--- src/rtl/core/bpr_pkg.sv ---
// ----------------------------------------------------------------------------
// bpr_pkg: shared definitions for the byte pattern replacer
// Sizes, register indexes and the burst descriptor passed to the emitter.
// ----------------------------------------------------------------------------
package bpr_pkg;

    localparam int PATTERN_MAX = 8;
    localparam int REPLACE_MAX = 8;

    localparam int BYTE_W    = 8;
    localparam int REG_W     = 64;
    localparam int LEN_W     = 4;
    localparam int CFG_IDX_W = 2;

    // registers hold eight bytes, so lengths saturate at eight as well
    localparam int NCELL   = (PATTERN_MAX < 8) ? PATTERN_MAX : 8;
    localparam int RLIM    = (REPLACE_MAX < 8) ? REPLACE_MAX : 8;
    localparam int WIN_W   = NCELL * BYTE_W;

    localparam logic [LEN_W-1:0] PLEN_LIM = LEN_W'(NCELL);
    localparam logic [LEN_W-1:0] RLEN_LIM = LEN_W'(RLIM);

    typedef enum logic [CFG_IDX_W-1:0] {
        CFG_SEARCH_BYTES   = 2'd0,
        CFG_SEARCH_LENGTH  = 2'd1,
        CFG_REPLACE_BYTES  = 2'd2,
        CFG_REPLACE_LENGTH = 2'd3
    } t_cfg_idx;

    // one item's results: up to eight bytes, oldest in the low byte
    typedef struct packed {
        logic [REG_W-1:0] data;
        logic [LEN_W-1:0] count;
        logic             present;
        logic             str_end;
    } t_burst;

    function automatic logic [LEN_W-1:0] sat_len(input logic [LEN_W-1:0] len,
                                                 input logic [LEN_W-1:0] lim);
        return (len > lim) ? lim : len;
    endfunction

endpackage

--- src/rtl/core/bpr_cell.sv ---
// ----------------------------------------------------------------------------
// bpr_cell: one window position
// Holds one unconfirmed byte, compares it with its pattern byte and takes
// its right-hand neighbour's byte when the window slides.
// ----------------------------------------------------------------------------
module bpr_cell (
    input  logic                       i_clk,
    input  logic                       i_en,
    input  logic                       i_ins,
    input  logic                       i_shift,
    input  logic [bpr_pkg::BYTE_W-1:0] i_byte,
    input  logic [bpr_pkg::BYTE_W-1:0] i_next,
    input  logic [bpr_pkg::BYTE_W-1:0] i_pat,
    output logic [bpr_pkg::BYTE_W-1:0] o_tent,
    output logic                       o_eq
);

    logic [bpr_pkg::BYTE_W-1:0] r_byte;

    // byte as it stands once the incoming word is placed
    assign o_tent = i_ins ? i_byte : r_byte;
    assign o_eq   = (o_tent == i_pat);

    always_ff @(posedge i_clk) begin
        if (i_en) begin
            r_byte <= i_shift ? i_next : o_tent;
        end
    end

endmodule

--- src/rtl/core/bpr_emit.sv ---
// ----------------------------------------------------------------------------
// bpr_emit: result serialiser
// Holds one burst and hands it out a word per cycle while the output is not
// stalled; reloads on the cycle its final word leaves.
// ----------------------------------------------------------------------------
module bpr_emit (
    input  logic                       i_clk,
    input  logic                       i_rst_n,
    input  logic                       i_load,
    input  bpr_pkg::t_burst            i_burst,
    output logic                       o_ready,
    output logic                       o_out_valid,
    input  logic                       i_out_stall,
    output logic [bpr_pkg::BYTE_W-1:0] o_out_byte,
    output logic                       o_byte_present,
    output logic                       o_run_last,
    output logic                       o_string_end
);

    logic [bpr_pkg::REG_W-1:0] r_data;
    logic [bpr_pkg::LEN_W-1:0] r_cnt;
    logic                      r_present;
    logic                      r_end;
    logic                      pop;
    logic                      final_word;

    assign final_word = (r_cnt == bpr_pkg::LEN_W'(1));
    assign pop        = (r_cnt != '0) && !i_out_stall;
    assign o_ready    = (r_cnt == '0) || (final_word && !i_out_stall);

    assign o_out_valid    = (r_cnt != '0);
    assign o_out_byte     = r_data[bpr_pkg::BYTE_W-1:0];
    assign o_byte_present = r_present;
    assign o_run_last     = final_word;
    assign o_string_end   = final_word && r_end;

    always_ff @(posedge i_clk) begin
        if (!i_rst_n) begin
            r_cnt <= '0;
        end else if (i_load) begin
            r_cnt <= i_burst.count;
        end else if (pop) begin
            r_cnt <= r_cnt - bpr_pkg::LEN_W'(1);
        end
    end

    always_ff @(posedge i_clk) begin
        if (i_load) begin
            r_data    <= i_burst.data;
            r_present <= i_burst.present;
            r_end     <= i_burst.str_end;
        end else if (pop) begin
            r_data <= r_data >> bpr_pkg::BYTE_W;
        end
    end

endmodule

--- src/rtl/core/byte_pattern_replace.sv ---
// ----------------------------------------------------------------------------
// byte_pattern_replace: streaming find and replace over a byte string
// Left-to-right, non-overlapping pattern replacement with literal flush at
// end of string; a row of window cells feeds a burst serialiser.
// ----------------------------------------------------------------------------
// Output: first result word registered, valid in the cycle after its input word is accepted.
// Throughput: one input word per cycle while each word yields at most one
//   result and the output is not stalled; a word yielding more holds the input
//   off until its final result leaves the serialiser's single-word output port.
// Reset: synchronous, active low; clears config registers, window fill and
//   the serialiser count. Window bytes are not cleared.
// ----------------------------------------------------------------------------
module byte_pattern_replace (
    input  logic                          i_clk,
    input  logic                          i_rst_n,
    // configuration
    input  logic                          i_cfg_we,
    input  logic [bpr_pkg::CFG_IDX_W-1:0] i_cfg_index,
    input  logic [bpr_pkg::REG_W-1:0]     i_cfg_data,
    // input words
    input  logic                          i_in_valid,
    output logic                          o_in_stall,
    input  logic [bpr_pkg::BYTE_W-1:0]    i_in_byte,
    input  logic                          i_in_last,
    // result words
    output logic                          o_out_valid,
    input  logic                          i_out_stall,
    output logic [bpr_pkg::BYTE_W-1:0]    o_out_byte,
    output logic                          o_byte_present,
    output logic                          o_run_last,
    output logic                          o_string_end
);

    localparam int NC = bpr_pkg::NCELL;
    localparam int LW = bpr_pkg::LEN_W;
    localparam int BW = bpr_pkg::BYTE_W;

    // config registers
    logic [bpr_pkg::REG_W-1:0] r_search_bytes;
    logic [bpr_pkg::REG_W-1:0] r_replace_bytes;
    logic [LW-1:0]             r_search_len;
    logic [LW-1:0]             r_replace_len;

    // window occupancy
    logic [LW-1:0] r_fill;
    logic [LW-1:0] n_fill;

    logic [LW-1:0] plen;
    logic [LW-1:0] rlen;
    logic [LW-1:0] fill_eff;
    logic [LW-1:0] fill_inc;
    logic          bypass;
    logic          full;
    logic          match;
    logic          shift;
    logic          accept;
    logic          emit_ready;
    logic          cell_en;

    logic [NC-1:0]       cell_eq;
    logic [NC-1:0]       cell_used;
    logic [BW-1:0]       tent [NC];
    logic [NC*BW-1:0]    window;

    bpr_pkg::t_burst burst;

    assign plen     = bpr_pkg::sat_len(r_search_len, bpr_pkg::PLEN_LIM);
    assign rlen     = bpr_pkg::sat_len(r_replace_len, bpr_pkg::RLEN_LIM);
    assign bypass   = (plen == '0);
    // a stale fill at or past the length restarts the window
    assign fill_eff = (r_fill >= plen) ? '0 : r_fill;
    assign fill_inc = fill_eff + LW'(1);
    assign full     = !bypass && (fill_inc == plen);
    assign match    = full && (&(cell_eq | ~cell_used));
    // slide on a full mismatch; on end of string the window is dropped anyway
    assign shift    = full && !match && !i_in_last;

    assign o_in_stall = !emit_ready;
    assign accept     = i_in_valid && emit_ready;
    assign cell_en    = accept && !bypass;

    // ---- row of window cells ------------------------------------------------
    for (genvar k = 0; k < NC; k++) begin : g_cell
        logic [BW-1:0] next_byte;

        if (k == NC - 1) begin : g_end
            assign next_byte = '0;
        end else begin : g_mid
            assign next_byte = tent[k+1];
        end

        assign cell_used[k]           = (LW'(k) < plen);
        assign window[k*BW +: BW]     = tent[k];

        bpr_cell u_cell (
            .i_clk   (i_clk),
            .i_en    (cell_en),
            .i_ins   (fill_eff == LW'(k)),
            .i_shift (shift),
            .i_byte  (i_in_byte),
            .i_next  (next_byte),
            .i_pat   (r_search_bytes[k*BW +: BW]),
            .o_tent  (tent[k]),
            .o_eq    (cell_eq[k])
        );
    end

    // ---- results of the current word -----------------------------------------
    always_comb begin
        burst.present = 1'b1;
        burst.str_end = i_in_last;
        if (bypass) begin
            burst.data  = bpr_pkg::REG_W'(i_in_byte);
            burst.count = LW'(1);
        end else if (match) begin
            burst.data  = r_replace_bytes;
            burst.count = rlen;
        end else if (full) begin
            // oldest byte out; on end of string the rest follows in order
            burst.data  = bpr_pkg::REG_W'(window);
            burst.count = i_in_last ? plen : LW'(1);
        end else begin
            burst.data  = bpr_pkg::REG_W'(window);
            burst.count = i_in_last ? fill_inc : '0;
        end
        // end of string with nothing to say: bare end marker
        if (i_in_last && (burst.count == '0)) begin
            burst.data    = '0;
            burst.count   = LW'(1);
            burst.present = 1'b0;
        end
    end

    always_comb begin
        if (bypass || i_in_last || match) begin
            n_fill = '0;
        end else if (full) begin
            n_fill = plen - LW'(1);
        end else begin
            n_fill = fill_inc;
        end
    end

    bpr_emit u_emit (
        .i_clk          (i_clk),
        .i_rst_n        (i_rst_n),
        .i_load         (accept && (burst.count != '0)),
        .i_burst        (burst),
        .o_ready        (emit_ready),
        .o_out_valid    (o_out_valid),
        .i_out_stall    (i_out_stall),
        .o_out_byte     (o_out_byte),
        .o_byte_present (o_byte_present),
        .o_run_last     (o_run_last),
        .o_string_end   (o_string_end)
    );

    // ---- config and fill registers -------------------------------------------
    always_ff @(posedge i_clk) begin
        if (!i_rst_n) begin
            r_search_bytes  <= '0;
            r_search_len    <= '0;
            r_replace_bytes <= '0;
            r_replace_len   <= '0;
        end else if (i_cfg_we) begin
            case (bpr_pkg::t_cfg_idx'(i_cfg_index))
                bpr_pkg::CFG_SEARCH_BYTES:   r_search_bytes  <= i_cfg_data;
                bpr_pkg::CFG_SEARCH_LENGTH:  r_search_len    <= i_cfg_data[LW-1:0];
                bpr_pkg::CFG_REPLACE_BYTES:  r_replace_bytes <= i_cfg_data;
                bpr_pkg::CFG_REPLACE_LENGTH: r_replace_len   <= i_cfg_data[LW-1:0];
                default: ;
            endcase
        end
    end

    always_ff @(posedge i_clk) begin
        if (!i_rst_n) begin
            r_fill <= '0;
        end else if (i_cfg_we &&
                     (bpr_pkg::t_cfg_idx'(i_cfg_index) == bpr_pkg::CFG_SEARCH_LENGTH)) begin
            // new length drops any unconfirmed bytes
            r_fill <= '0;
        end else if (accept) begin
            r_fill <= n_fill;
        end
    end

endmodule

--- config.mk ---
export PLATFORM = sky130hd
export DESIGN_NAME = byte_pattern_replace
export DESIGN_NICKNAME = d
export VERILOG_FILES = /design/src/rtl/core/bpr_pkg.sv /design/src/rtl/core/bpr_cell.sv /design/src/rtl/core/bpr_emit.sv /design/src/rtl/core/byte_pattern_replace.sv
export SDC_FILE = /design/constraint.sdc
export NUM_CORES = 1
export LEC_CHECK = 0
export ABC_CLOCK_PERIOD_IN_PS = 23100
export BUFFER_PORTS_ARGS = -buffer_cell sky130_fd_sc_hd__buf_2
export CORE_ASPECT_RATIO = 1.2
export CORE_MARGIN = 2
export CORE_UTILIZATION = 60
export CTS_CLUSTER_SIZE = 24
export DETAILED_ROUTE_END_ITERATION = 10
export HOLD_SLACK_MARGIN = 0.03
export PLACE_DENSITY = 0.76
export SYNTH_ARGS = -nofsm -noshare
export SYNTH_HDL_FRONTEND = slang
export SYNTH_HIERARCHICAL = 1
export SYNTH_SLANG_ARGS = --single-unit
--- constraint.sdc ---
create_clock -name i_clk -period 23.1 [get_ports i_clk]
set_input_delay 2.31 -clock i_clk [delete_from_list [all_inputs] [get_ports i_clk]]
set_output_delay 2.31 -clock i_clk [all_outputs]
set_load 0.05 [all_outputs]
# == After elaboration in Yosys (flattened, before gate mapping) ==
# Index checks and enable logic that the tools add are counted.
# op_classes
add_sub_neg,3
order_cmp,11
eq_ne,20
n_mux,30
bitwise_logic,3
n_reduce_logical,34
# op_table
operator,n
68-bit two-way mux,2
64-bit two-way mux,2
8-bit two-way mux,15
69-bit two-way mux,1
8-bit equality test,8
4-bit two-way mux,10
"4-bit by 3-bit equality test with 1-bit output, second input constant",4
4-bit logical NOT,4
"3-bit by 4-bit less-than comparator with 1-bit output, first input constant",4
1-bit logical AND,12
"4-bit by 1-bit equality test with 1-bit output, second input constant",2
"4-bit by 2-bit equality test with 1-bit output, second input constant",2
"4-bit greater-than comparator, second input constant",2
"1-bit by 4-bit less-than comparator with 1-bit output, first input constant",2
"2-bit by 4-bit less-than comparator with 1-bit output, first input constant",2
8-bit inverter,1
8-bit bitwise OR,1
2-bit AND reduction,4
8-bit AND reduction,1
4-bit nonzero test,2
"4-bit by 1-bit subtractor with 4-bit output, second input constant",2
1-bit logical NOT,5
"4-bit by 1-bit adder with 4-bit output, second input constant",1
"2-bit equality test, second input constant",2
other kinds (8),10
# word_totals
regBits,274
inputBits,80
out_inout_bits,13
wordCells,118

# == Longest topological paths before layout ==
# Gate-level depths: netlist of the first run.
# depth
word_depth,18
mapped_depth,28
depth_no_buf,23

# == Modules after synthesis ==
# Netlist of the first run, hierarchy kept.
# modules_own_cells
module,n_inst,cells_per_inst,area_each_um2,seq_area_each_um2
byte_pattern_replace,1,883,7273.2,2802.7
bpr_cell,8,37,559.3,240.2
bpr_emit,1,185,3065.4,2062.0

# == Worst setup path before layout of the first run ==
# No wires, ideal clock.
# synth_path
kind,input port to flip-flop
from,input port i_in_byte[5] in the netlist's numbering
to,register u_emit/r_data[0] in the netlist's numbering (enable)
setup_ns,1.045
arrival_ns,6.842
required_ns,22.055
path_slack_ns,15.213
cell_stages,15
n_path_buf,3
cell_sequence,mux2_4 xnor2_1 nand4_1 nor2_1 o2111a_1 o221ai_1 a211o_1 and3_1 nor4_1 clkbuf_1 a21oi_1 buf_2 buf_2 inv_1 o21ai_0
# synth_via
elab_chain_cells,13
elab_cells_between_ends,27
cone_classes,8 x eq/ne; 11 x mux; 1 x bitwise; 7 x reduce/logical
# synth_rtl
item,line_no,text
start: declaration,byte_pattern_replace.sv:23,"input logic [bpr_pkg::BYTE_W-1:0] i_in_byte,"
8-bit two-way mux *,bpr_cell.sv:21,assign o_tent = i_ins ? i_byte : r_byte;
8-bit equality test *,bpr_cell.sv:22,assign o_eq = (o_tent == i_pat);
net cell_eq[1],byte_pattern_replace.sv:60,logic [NC-1:0] cell_eq;
8-bit bitwise OR *,byte_pattern_replace.sv:74,assign match = full && (&(cell_eq | ~cell_used));
8-bit AND reduction *,byte_pattern_replace.sv:74,
1-bit logical AND *,byte_pattern_replace.sv:74,
68-bit two-way mux *,byte_pattern_replace.sv:115,end else if (match) begin
68-bit two-way mux *,byte_pattern_replace.sv:112,if (bypass) begin
4-bit logical NOT,byte_pattern_replace.sv:127,if (i_in_last && (burst.count == '0)) begin
1-bit logical AND,byte_pattern_replace.sv:127,
69-bit two-way mux *,byte_pattern_replace.sv:127,
4-bit nonzero test *,byte_pattern_replace.sv:147,".i_load (accept && (burst.count != '0)),"
1-bit logical AND *,byte_pattern_replace.sv:147,
2-bit nonzero test (no source line) *,--,
end signal: assignment,bpr_emit.sv:49,r_data <= i_burst.data;
end signal: assignment,bpr_emit.sv:53,r_data <= r_data >> bpr_pkg::BYTE_W;
end: declaration,bpr_emit.sv:20,logic [bpr_pkg::REG_W-1:0] r_data;
# The timed path passes the listed nets; every way through them passes the cells marked *.
# A chain may end at the register's enable or synchronous reset.

# == Worst setup path in the final report of the first run ==
# layout_path
from,register r_search_len[3]
to,register u_emit/r_data[4] in the netlist's numbering (enable)
# layout_via
elab_chain_cells,18
elab_cells_between_ends,56
cone_classes,1 x add/sub; 10 x order compare; 16 x eq/ne; 16 x mux; 2 x bitwise; 11 x reduce/logical
# layout_rtl
item,line_no,text
start: declaration,byte_pattern_replace.sv:41,logic [LW-1:0] r_search_len;
start signal: assignment,byte_pattern_replace.sv:168,bpr_pkg::CFG_SEARCH_LENGTH: r_search_len <= i_cfg_data[LW-1:0];
4-bit greater-than comparator,bpr_pkg.sv:40,return (len > lim) ? lim : len;
4-bit two-way mux *,bpr_pkg.sv:40,
4-bit >= comparator *,byte_pattern_replace.sv:71,assign fill_eff = (r_fill >= plen) ? '0 : r_fill;
4-bit two-way mux *,byte_pattern_replace.sv:71,
4-bit by 1-bit equality test with 1-bit output *,byte_pattern_replace.sv:98,".i_ins (fill_eff == LW'(k)),"
8-bit two-way mux *,bpr_cell.sv:21,
net g_cell[0].next_byte[4],byte_pattern_replace.sv:84,logic [BW-1:0] next_byte;
8-bit equality test *,bpr_cell.sv:22,
net cell_eq[1],byte_pattern_replace.sv:60,
[... 3 more ...],--,
68-bit two-way mux *,byte_pattern_replace.sv:115,
68-bit two-way mux *,byte_pattern_replace.sv:112,
4-bit logical NOT,byte_pattern_replace.sv:127,
1-bit logical AND,byte_pattern_replace.sv:127,
69-bit two-way mux *,byte_pattern_replace.sv:127,
4-bit nonzero test *,byte_pattern_replace.sv:147,
1-bit logical AND *,byte_pattern_replace.sv:147,
2-bit nonzero test (no source line) *,--,
# Marks and branches as above.

==> results.json, run 1 <==
{
  "setup.worst_path.end_class": "flop",
  "worst_pin_slew_ns": 1.21,
  "cts_tree": "built",
  "wl_um": 36400,
  "post_dp_cell_area_um2": 15300,
  "synth-seq-cells": 274,
  "pin_count": 93,
  "p_sw_frac": 0.308,
  "finalMaxSlewViolations": 0,
  "cts_num_sinks": 274,
  "p_clk_frac": 0.301,
  "grt_overflow_total": 0,
  "cp_max_fo": 64,
  "cts.reportedPaths.clkPinSlew_ns": 0.06,
  "syn_area_um2": 14800,
  "finalInstanceArea_um2": 16200,
  "drc_errors": 0,
  "power.share.combinational": 0.239,
  "status": "complete, no violations",
  "holdWs_ns": 0.467,
  "synth_warnings": 6,
  "drive_above_1_share": 0.256,
  "cp_slowest_cell": "a21oi_4",
  "numCtsBuffers": 29,
  "fin_nets": 1496,
  "rows": 63,
  "synth-edff-count": 130,
  "die_y_um": 176,
  "grt_pass1_wl_um": 58500,
  "dieArea_um2": 26000,
  "relSlewSlack": 0.193,
  "yosysUniqueCellTypes": 66,
  "r2r_setup_slack_ns": 15.61,
  "syn_avg_cell_area_um2": 10.9,
  "p_seq_frac": 0.459,
  "clk_latency_ns": 0.57,
  "yosysTopAreaCell": "edfxtp_1",
  "grtUsageTotal": 0.283,
  "hpwl_um": 23900,
  "yosys-top-cells-area": "edfxtp_1 (26%), dfxtp_1 (19%), mux2_2 (9.3%)",
  "max_freq_ghz": 0.134,
  "hold_violations": 0,
  "antenna_found_initial": 0,
  "critPathKind": "flop to flop",
  "start_util": 0.604,
  "crit_chain": "nor2b_1, ha_1, nor3b_2, o211ai_2, inv_1, ha_1, and2_1, mux2_4, xnor2_1, nand4_1, nor2_1, o2111a_1, o221ai_1, a211o_1, or2_1, nor3_2, nor3_1, a21oi_4, inv_1, o21ai_4, buf_4",
  "syn_to_final_growth_pct": 9.57,
  "coreArea_um2": 24500,
  "synth_ff_type": "dfxtp_1",
  "rsz0062_at_grt": "no",
  "power.switching_mw": 0.454,
  "vias": 10371,
  "async_flop_share": 0,
  "min_period_ns": 7.49,
  "grt_pass1_vias": 10399,
  "worstSetupStartpointType": "flop",
  "yosysSeqAreaShare": 0.458,
  "syn_inst": 1364,
  "routed_via_density": 5.93,
  "finClkSkew_ns": 0.0289,
  "setup_viol": 0,
  "io_buffer_count": 92,
  "cts_hold_buf": 0,
  "clockBufferDepth": 3,
  "crit_arrival_ns": 7.65,
  "gp_congestion": 0.910,
  "leakage_nw": 6.17,
  "cpPeakStageDelay_ns": 0.79,
  "max_cap_violations": 0,
  "synth.top_cell.area_share": 0.264,
  "grt_max_degree": 144,
  "cts.repair.resized": 0,
  "tns_ns": 0,
  "first_pass_iters": 5,
  "drtIter0Drc": 800,
  "post_cts_buffers": 0,
  "vdd_drop_max_v": 0.0000699,
  "wl_per_cell_um": 20.8,
  "cts_max_level": 1,
  "num-fill-cells": 1931,
  "hold_path.class": "flop to flop",
  "p_int_mw": 1.02,
  "ant_nets": 0,
  "chipWidth_um": 147,
  "worst_ep_required_time_ns": 23.27,
  "final_core_util": 0.662,
  "diodes": 0,
  "root_buffer": "clkbuf_16",
  "power_density_nw_per_um2": 90.8,
  "fin_crit_sh": 0.324
}
## per-layer routing
layer  up-vias  wire length (µm)  GRT usage
met4         0              1280     0.0933
met3        79              1880     0.0315
li1       4912                 -          -
met2       333             18400      0.501
met1      5047             14800      0.363
met5         -                 0          0
## cells by family (layout without fill, tap and decap cells)
group | Yosys count | count (layout) | share of synthesized area
compound gates | 234 | 234 | 0.118
xor+xnor | 70 | 70 | 0.0454
fa+ha+maj | 14 | 14 | 0.0118
buf+inv | 123 | 176 | 0.0416
flops | 274 | 274 | 0.458
mux | 260 | 260 | 0.208
other cells | 1 | 8 | 0.000253
simple gates | 388 | 388 | 0.117
## path summary, 6_finish.rpt
path | from | depth (start not counted) | end
setup / recovery | r_search_len[3]$_SDFFE_PN0P_ | 21 | u_emit/r_data[4]$_DFFE_PP_
hold / removal | r_replace_bytes[43]$_SDFFE_PN0P_ | 2 | r_replace_bytes[43]$_SDFFE_PN0P_
setup reg to reg | r_search_len[3]$_SDFFE_PN0P_ | 21 | u_emit/r_data[4]$_DFFE_PP_
hold reg to reg | r_replace_bytes[43]$_SDFFE_PN0P_ | 2 | r_replace_bytes[43]$_SDFFE_PN0P_
## flip-flops by register name, indices dropped and copies added (netlist names)
| register | flops |
|---|---|
| r_replace_bytes | 64 |
| g_cell.u_cell/r_byte | 64 |
| r_search_bytes | 64 |
| r_fill | 4 |
| r_replace_len | 4 |
| u_emit/r_data | 64 |
| u_emit/r_end | 1 |
| u_emit/o_byte_present | 1 |
| r_search_len | 4 |
| u_emit/r_cnt | 4 |
## power by group through the flow
stage	clock network [mW]	logic [mW]	registers, mW
after floorplan	0	0.274	0.675
after global placement	0	0.343	0.684
final	0.444	0.353	0.677
after CTS	0.450	0.351	0.675
after detailed placement	0	0.349	0.686
after global routing	0.469	0.379	0.681
## cell usage in the layout (no fill, tap or decap), types with 5 or more instances in the layout
master / n
a211oi_1: 56
a21boi_0: 128
a21oi_1: 6
a221oi_1: 8
and2_1: 17
buf_2: 91
buf_4: 16
clkbuf_1: 8
clkbuf_16: 30
clkinv_2: 5
conb_1: 8
dfxtp_1: 144
edfxtp_1: 130
ha_1: 14
inv_1: 14
mux2_2: 122
mux2_4: 64
mux2i_1: 74
nand2_1: 273
nand3_1: 7
nand4_1: 16
nor2_1: 28
nor2b_1: 11
o21ai_0: 6
xnor2_1: 60
xnor2_2: 8
## stage by stage
| stage | total power [mW] | instances | setup WS, ns |
|---|---|---|---|
| floorplan | 0.949 | 1371 | 15.21 |
| global placement | 1.03 | 1695 | 15.92 |
| detailed placement | 1.03 | 1695 | 15.74 |
| CTS | 1.48 | 1748 | 15.70 |
| global route | 1.53 | 1749 | 15.15 |
| finish | 1.47 | 1749 | 15.61 |
## cell type report
cell class / count / area [µm²] / area share
clock inverters: 11 / 61.3 / 0.00378
repair buffers: 107 / 576 / 0.0355
clock buffers: 42 / 836 / 0.0515
flip-flops and latches: 274 / 6790 / 0.418
well taps: 325 / 407 / 0.0251
multi-input cells: 974 / 7500 / 0.462
inverters: 16 / 61.3 / 0.00378
## synth_stat cells (3+ instances only)
cell type / n
a221oi_1: 8
mux2i_1: 74
o211ai_1: 3
dfxtp_1: 144
and2_1: 17
xnor2_2: 8
o22ai_1: 3
nand4_1: 16
inv_1: 14
mux2_2: 122
nor2b_1: 11
a21boi_0: 128
a211oi_1: 56
ha_1: 14
a21oi_1: 7
clkbuf_1: 66
buf_4: 9
nor3b_1: 6
o21a_1: 3
a22oi_1: 4
nand2_1: 274
buf_6: 13
nor2_1: 30
edfxtp_1: 130
nand3_1: 7
mux2_4: 64
nor3_1: 5
buf_2: 17
o21ai_0: 7
xnor2_1: 60
nor4_1: 4
## critical path, delay by kind of cell, from the launching register on
kind	cells	cell delay, ns
AOI/OAI and AO/OA	6	1.99
buffers and inverters	3	1.04
DFF	1	0.43
xor gates and xnor gates	1	0.16
muxes	1	0.39
and+or+nand+nor	8	2.44
adders and majority gates	2	0.52
Power figures use the tool's default switching activity.
==> inputs of run 2 (changes only) <==
Settings changed: ABC_CLOCK_PERIOD_IN_PS 23100 to 6510, CORE_UTILIZATION 60 to 56, PLACE_DENSITY 0.76 to 0.74.
Clock period 23.1 ns to 6.51 ns, I/O delays scaled along.
==> run 2 against run 1 <==
Global-route usage down 1.8 points. Final cell count up 1.1%. Count of clock-buffer cells in the layout up 1. Critical path depth up 3. Clock power rose to 3.4 times the previous value. Setup slack worse by 15 ns. First-iteration DRC count up 6.3%. Non-clock buffer count up 10. Largest power group unchanged.
==> results.json, run 2 (synthesis results as in run 1) <==
{
  "fin_crit_sh": 0.952,
  "first_pass_iters": 5,
  "max_freq_ghz": 0.161,
  "hold_path.class": "primary input to flop",
  "finalMaxSlewViolations": 0,
  "wl_per_cell_um": 21.1,
  "hold_violations": 0,
  "cts_num_sinks": 274,
  "finClkSkew_ns": 0.00961,
  "cts_max_level": 1,
  "cts_hold_buf": 0,
  "relSlewSlack": 0.197,
  "gp_congestion": 0.932,
  "post_dp_cell_area_um2": 15500,
  "grt_overflow_total": 0,
  "antenna_found_initial": 0,
  "path_depth": 24,
  "cp_slowest_cell": "dfxtp_2",
  "setup_viol": 0,
  "drc_errors": 0,
  "worst_pin_slew_ns": 1.20,
  "hpwl_um": 24600,
  "start_util": 0.566,
  "status": "complete, no violations",
  "hold_path_depth": 3,
  "mostFrequentLayoutCell": "nand2_1",
  "drtIter0Drc": 850,
  "diodes": 0,
  "finalInstanceArea_um2": 16400,
  "critPathTopFamily": "compound AO/OA/AOI/OAI gates",
  "drive_above_1_share": 0.261,
  "grt_pass1_wl_um": 58500,
  "crit_arrival_ns": 6.48,
  "final_core_util": 0.625,
  "setup.worst_path.end_class": "flop",
  "syn_to_final_growth_pct": 10.5,
  "clk_latency_ns": 0.54,
  "min_period_ns": 6.20,
  "max_cap_violations": 0,
  "root_buffer": "clkbuf_16",
  "fin_nets": 1506,
  "dieArea_um2": 27800,
  "pin_count": 93,
  "wl_um": 37300,
  "grt_max_degree": 144,
  "worstSetupStartpointType": "flop",
  "rsz0062_at_grt": "no",
  "tns_ns": 0,
  "clockBufferDepth": 3,
  "cts.reportedPaths.clkPinSlew_ns": 0.06,
  "io_buffer_count": 92,
  "vias": 10380,
  "reg2reg_depth": 24,
  "crit_chain": "clkinv_2, nand2_1, ha_1, o211ai_1, o21a_1, and2_1, inv_1, ha_1, and2_1, buf_4, mux2_4, xnor2_1, nand4_1, nor2_2, o2111a_1, o221ai_1, a211o_1, o311ai_1, o21ai_1, nor4b_4, buf_4, buf_12, a211oi_1, mux2_2",
  "rows": 65,
  "cp_max_fo": 29,
  "ant_nets": 0,
  "met1_length_um": 15200,
  "coreArea_um2": 26200,
  "path_buf_inv": 5,
  "vdd_drop_max_v": 0.000254,
  "worst_ep_required_time_ns": 6.79,
  "cts_tree": "built",
  "grtUsageTotal": 0.265,
  "power_density_nw_per_um2": 318,
  "grt_pass1_vias": 10424,
  "cpPeakStageDelay_ns": 0.44,
  "routed.top_layer": "met4",
  "final_cell_mix": "nand2_1 (273), dfxtp_1 (143), edfxtp_1 (130), a21boi_0 (128), mux2_2 (122)",
  "wl_met2_um": 18600,
  "critPathKind": "flop to flop",
  "numCtsBuffers": 29,
  "routed_via_density": 5.87,
  "leakage_nw": 6.24,
  "met3_wirelength_um": 1970,
  "die_y_um": 182,
  "chipWidth_um": 152
}
run 2: repair_timing:
item,4_1_cts,5_1_grt
setup endpoints to repair,0,130
gates resized for setup,0,3
buffers inserted,0,1
run 2: layout make-up:
class                           count  area (µm²)
Fill cell                        2130        9810
Tap cell                          335         419
Clock inverter                     10        42.5
Multi-Input combinational cell    974        7510
Timing Repair Buffer              117         726
Clock buffer                       43         828
Inverter                           16        61.3
Sequential cell                   274        6790
run 2: worst paths after layout:
kind,from,end,slack (ns)
worst max-delay path,r_search_len[3]$_SDFFE_PN0P_,u_emit/r_data[24]$_DFFE_PP_,0.31
worst min-delay path,i_cfg_data[42],r_replace_bytes[42]$_SDFFE_PN0P_,0.37
worst max register to register,r_search_len[3]$_SDFFE_PN0P_,u_emit/r_data[24]$_DFFE_PP_,0.31
worst min register to register,r_replace_bytes[4]$_SDFFE_PN0P_,r_replace_bytes[4]$_SDFFE_PN0P_,0.47
run 2: worst min-delay path, cell delays in order:
cell	delay (ns)
buf_2	0.10
nand2_1	0.04
a21boi_0	0.06
run 2: report_power, final:
group	switching, mW	internal [mW]
Combinational	0.788	0.525
Clock	0.650	0.871
Sequential	0.129	2.25
run 2: per-layer routing:
metal / global-route usage / vias to the layer above
met2: 0.467 / 331
met3: 0.0359 / 81
met4: 0.107 / 0
li1: - / 4945
met5: 0 / -
met1: 0.331 / 5023
run 2: stage by stage:
step	total power, mW	instances	setup WS [ns]	hold WS (ns)
final	5.21	1769	0.314	0.369
after global routing	5.42	1769	0.0406	0.364
after CTS	5.23	1768	0.0838	0.353
after detailed placement	3.70	1715	0.151	0.463
after global placement	3.68	1715	0.378	0.455
after floorplan	3.34	1371	0.423	0.443
==> inputs of run 3 (changes only) <==
Settings changed: RECOVER_POWER set to 25.
==> run 3 against run 2 <==
The run now ends with capacitance limit, slew limit left. Critical endpoint unchanged. Die area unchanged. Combinational power is essentially flat. Clock power about the same. Total power barely moved. Largest power group unchanged. Largest cell class unchanged. Via count grew 0.13%. Clock skew up 0.00094 ns.
==> results.json, run 3 (synthesis results as in run 1) <==
{
  "status": "complete, but fails checks",
  "vias": 10393,
  "final_cell_mix": "nand2_1 (273), dfxtp_1 (143), edfxtp_1 (130), a21boi_0 (128), mux2_2 (122)",
  "cpPeakStageDelay_ns": 0.45,
  "start_util": 0.566,
  "hpwl_um": 24600,
  "critPathKind": "flop to flop",
  "grtUsageTotal": 0.265,
  "cts_max_level": 1,
  "diodes": 0,
  "leakage_nw": 6.24,
  "use_met3": 0.0359,
  "path_buf_inv": 5,
  "multi_input_area_um2": 7510,
  "use_met2": 0.467,
  "r2r_start": "r_search_len[3]$_SDFFE_PN0P_",
  "root_buffer": "clkbuf_16",
  "cts.reportedPaths.clkPinSlew_ns": 0.06,
  "finClkSkew_ns": 0.0106,
  "mostFrequentLayoutCell": "nand2_1",
  "drc_errors": 0,
  "rows": 65,
  "hold_path.class": "primary input to flop",
  "relSlewSlack": -1.21,
  "chipWidth_um": 152,
  "worst_pin_slew_ns": 3.32,
  "clk_latency_ns": 0.54,
  "power_density_nw_per_um2": 318,
  "routed_via_density": 5.88,
  "grt_overflow_total": 0,
  "cp_max_fo": 29,
  "fin_crit_sh": 0.953,
  "wl_um": 37300,
  "crit_path_end": "u_emit/r_data[24]$_DFFE_PP_",
  "setup.worst_path.end_class": "flop",
  "cts_hold_buf": 0,
  "setup_viol": 0,
  "critical_path.startpoint": "r_search_len[3]$_SDFFE_PN0P_",
  "drtIter0Drc": 848,
  "max_cap_violations": 2,
  "first_pass_iters": 5,
  "finalPower_mw": 5.21,
  "syn_to_final_growth_pct": 10.5,
  "hold_violations": 0,
  "violations": "capacitance limit, slew limit",
  "fin_nets": 1506,
  "grt_util_met1": 0.331,
  "critPathTopFamily": "compound AO/OA/AOI/OAI gates",
  "cts_num_sinks": 274,
  "ant_nets": 0,
  "min_period_ns": 6.20,
  "top_usage_layer": "met2",
  "path_depth": 24,
  "coreArea_um2": 26200,
  "finalMaxSlewViolations": 130,
  "cts_tree": "built",
  "numCtsBuffers": 29,
  "tns_ns": 0,
  "grt_max_degree": 144,
  "r2r_setup_slack_ns": 0.31,
  "reg2reg_depth": 24,
  "worstSetupStartpointType": "flop",
  "io_buffer_count": 92,
  "rsz0062_at_grt": "no",
  "regArea_um2": 6790,
  "antenna_found_initial": 0,
  "r2r-end": "u_emit/r_data[24]$_DFFE_PP_",
  "num-fill-cells": 2134,
  "wl_per_cell_um": 21.1,
  "worst_ep_required_time_ns": 6.79,
  "gp_congestion": 0.932,
  "cp_slowest_cell": "dfxtp_2",
  "dieArea_um2": 27800,
  "crit_arrival_ns": 6.49,
  "max_freq_ghz": 0.161,
  "grt_pass1_wl_um": 58500,
  "grt_pass1_vias": 10424,
  "clockBufferDepth": 3,
  "vdd_drop_max_v": 0.000254,
  "drive_above_1_share": 0.258,
  "pin_count": 93,
  "die_y_um": 182,
  "crit_chain": "clkinv_2, nand2_1, ha_1, o211ai_1, o21a_1, and2_1, inv_1, ha_1, and2_1, buf_4, mux2_4, xnor2_1, nand4_1, nor2_2, o2111a_1, o221ai_1, a211o_1, o311ai_1, o21ai_1, nor4b_4, buf_4, buf_12, a211oi_1, mux2_2"
}
[run 3: cell types whose count changed in the layout (fill, tap and decap cells not counted), sizes merged]
cell	delta
buf	-3
clkbuf	+3
[run 3: per-stage QoR]
step                utilization  area [µm²]  std cells  hold WS [ns]  worst slack [ns]
finish                    0.625       16400       1769         0.369             0.306
global route              0.625       16400       1769         0.364            0.0406
CTS                       0.625       16400       1768         0.353            0.0838
detailed placement        0.592       15500       1715         0.463             0.151
global placement          0.592       15500       1715         0.455             0.378
floorplan                     -       14800       1371         0.443             0.423
[run 3: how the worst min path moves through the flow]
stage,slack [ns],startpoint,to,cells past startpoint
after global placement,0.46,r_replace_bytes[48]$_SDFFE_PN0P_,r_replace_bytes[48]$_SDFFE_PN0P_,2
after detailed placement,0.46,r_replace_bytes[46]$_SDFFE_PN0P_,r_replace_bytes[46]$_SDFFE_PN0P_,2
after global routing,0.36,i_cfg_data[34],r_search_bytes[34]$_SDFFE_PN0P_,3
final,0.37,i_cfg_data[42],r_replace_bytes[42]$_SDFFE_PN0P_,3
after floorplan,0.44,r_replace_bytes[0]$_SDFFE_PN0P_,r_replace_bytes[0]$_SDFFE_PN0P_,2
after CTS,0.35,i_cfg_data[42],r_replace_bytes[42]$_SDFFE_PN0P_,3
[run 3: worst register-to-register path, delay by kind of cell (launching register included)]
kind	cells	cell delay (ns)
AOI/OAI and AO/OA	8	2.17
and+or+nand+nor	6	1.22
buffers and inverters	5	0.78
muxes	2	0.69
adders and majority gates	2	0.48
DFF	1	0.45
xor gates and xnor gates	1	0.15
[run 3: final cells by class]
cell class,count,share of cell area
multi-input cells,974,0.459
flip-flops and latches,274,0.415
clock buffers,43,0.0506
repair buffers,117,0.0440
well taps,335,0.0256
inverters,16,0.00375
clock inverters,10,0.00260
[run 3: per-layer routing]
layer | up-vias | wire length (µm)
met5 | - | 0
li1 | 4948 | -
met4 | 0 | 1500
met3 | 81 | 1970
met2 | 318 | 18600
met1 | 5046 | 15200
[run 3: report_power, final]
| group | switching (mW) | internal (mW) |
|---|---|---|
| Combinational | 0.787 | 0.525 |
| Sequential | 0.128 | 2.25 |
| Clock | 0.650 | 0.871 |
[run 3: repair_timing]
item	4_1_cts	5_1_grt
endpoints found under the setup margin	0	130
buffers inserted	0	1
gates resized for setup	0	3
endpoints found under the hold margin	0	0
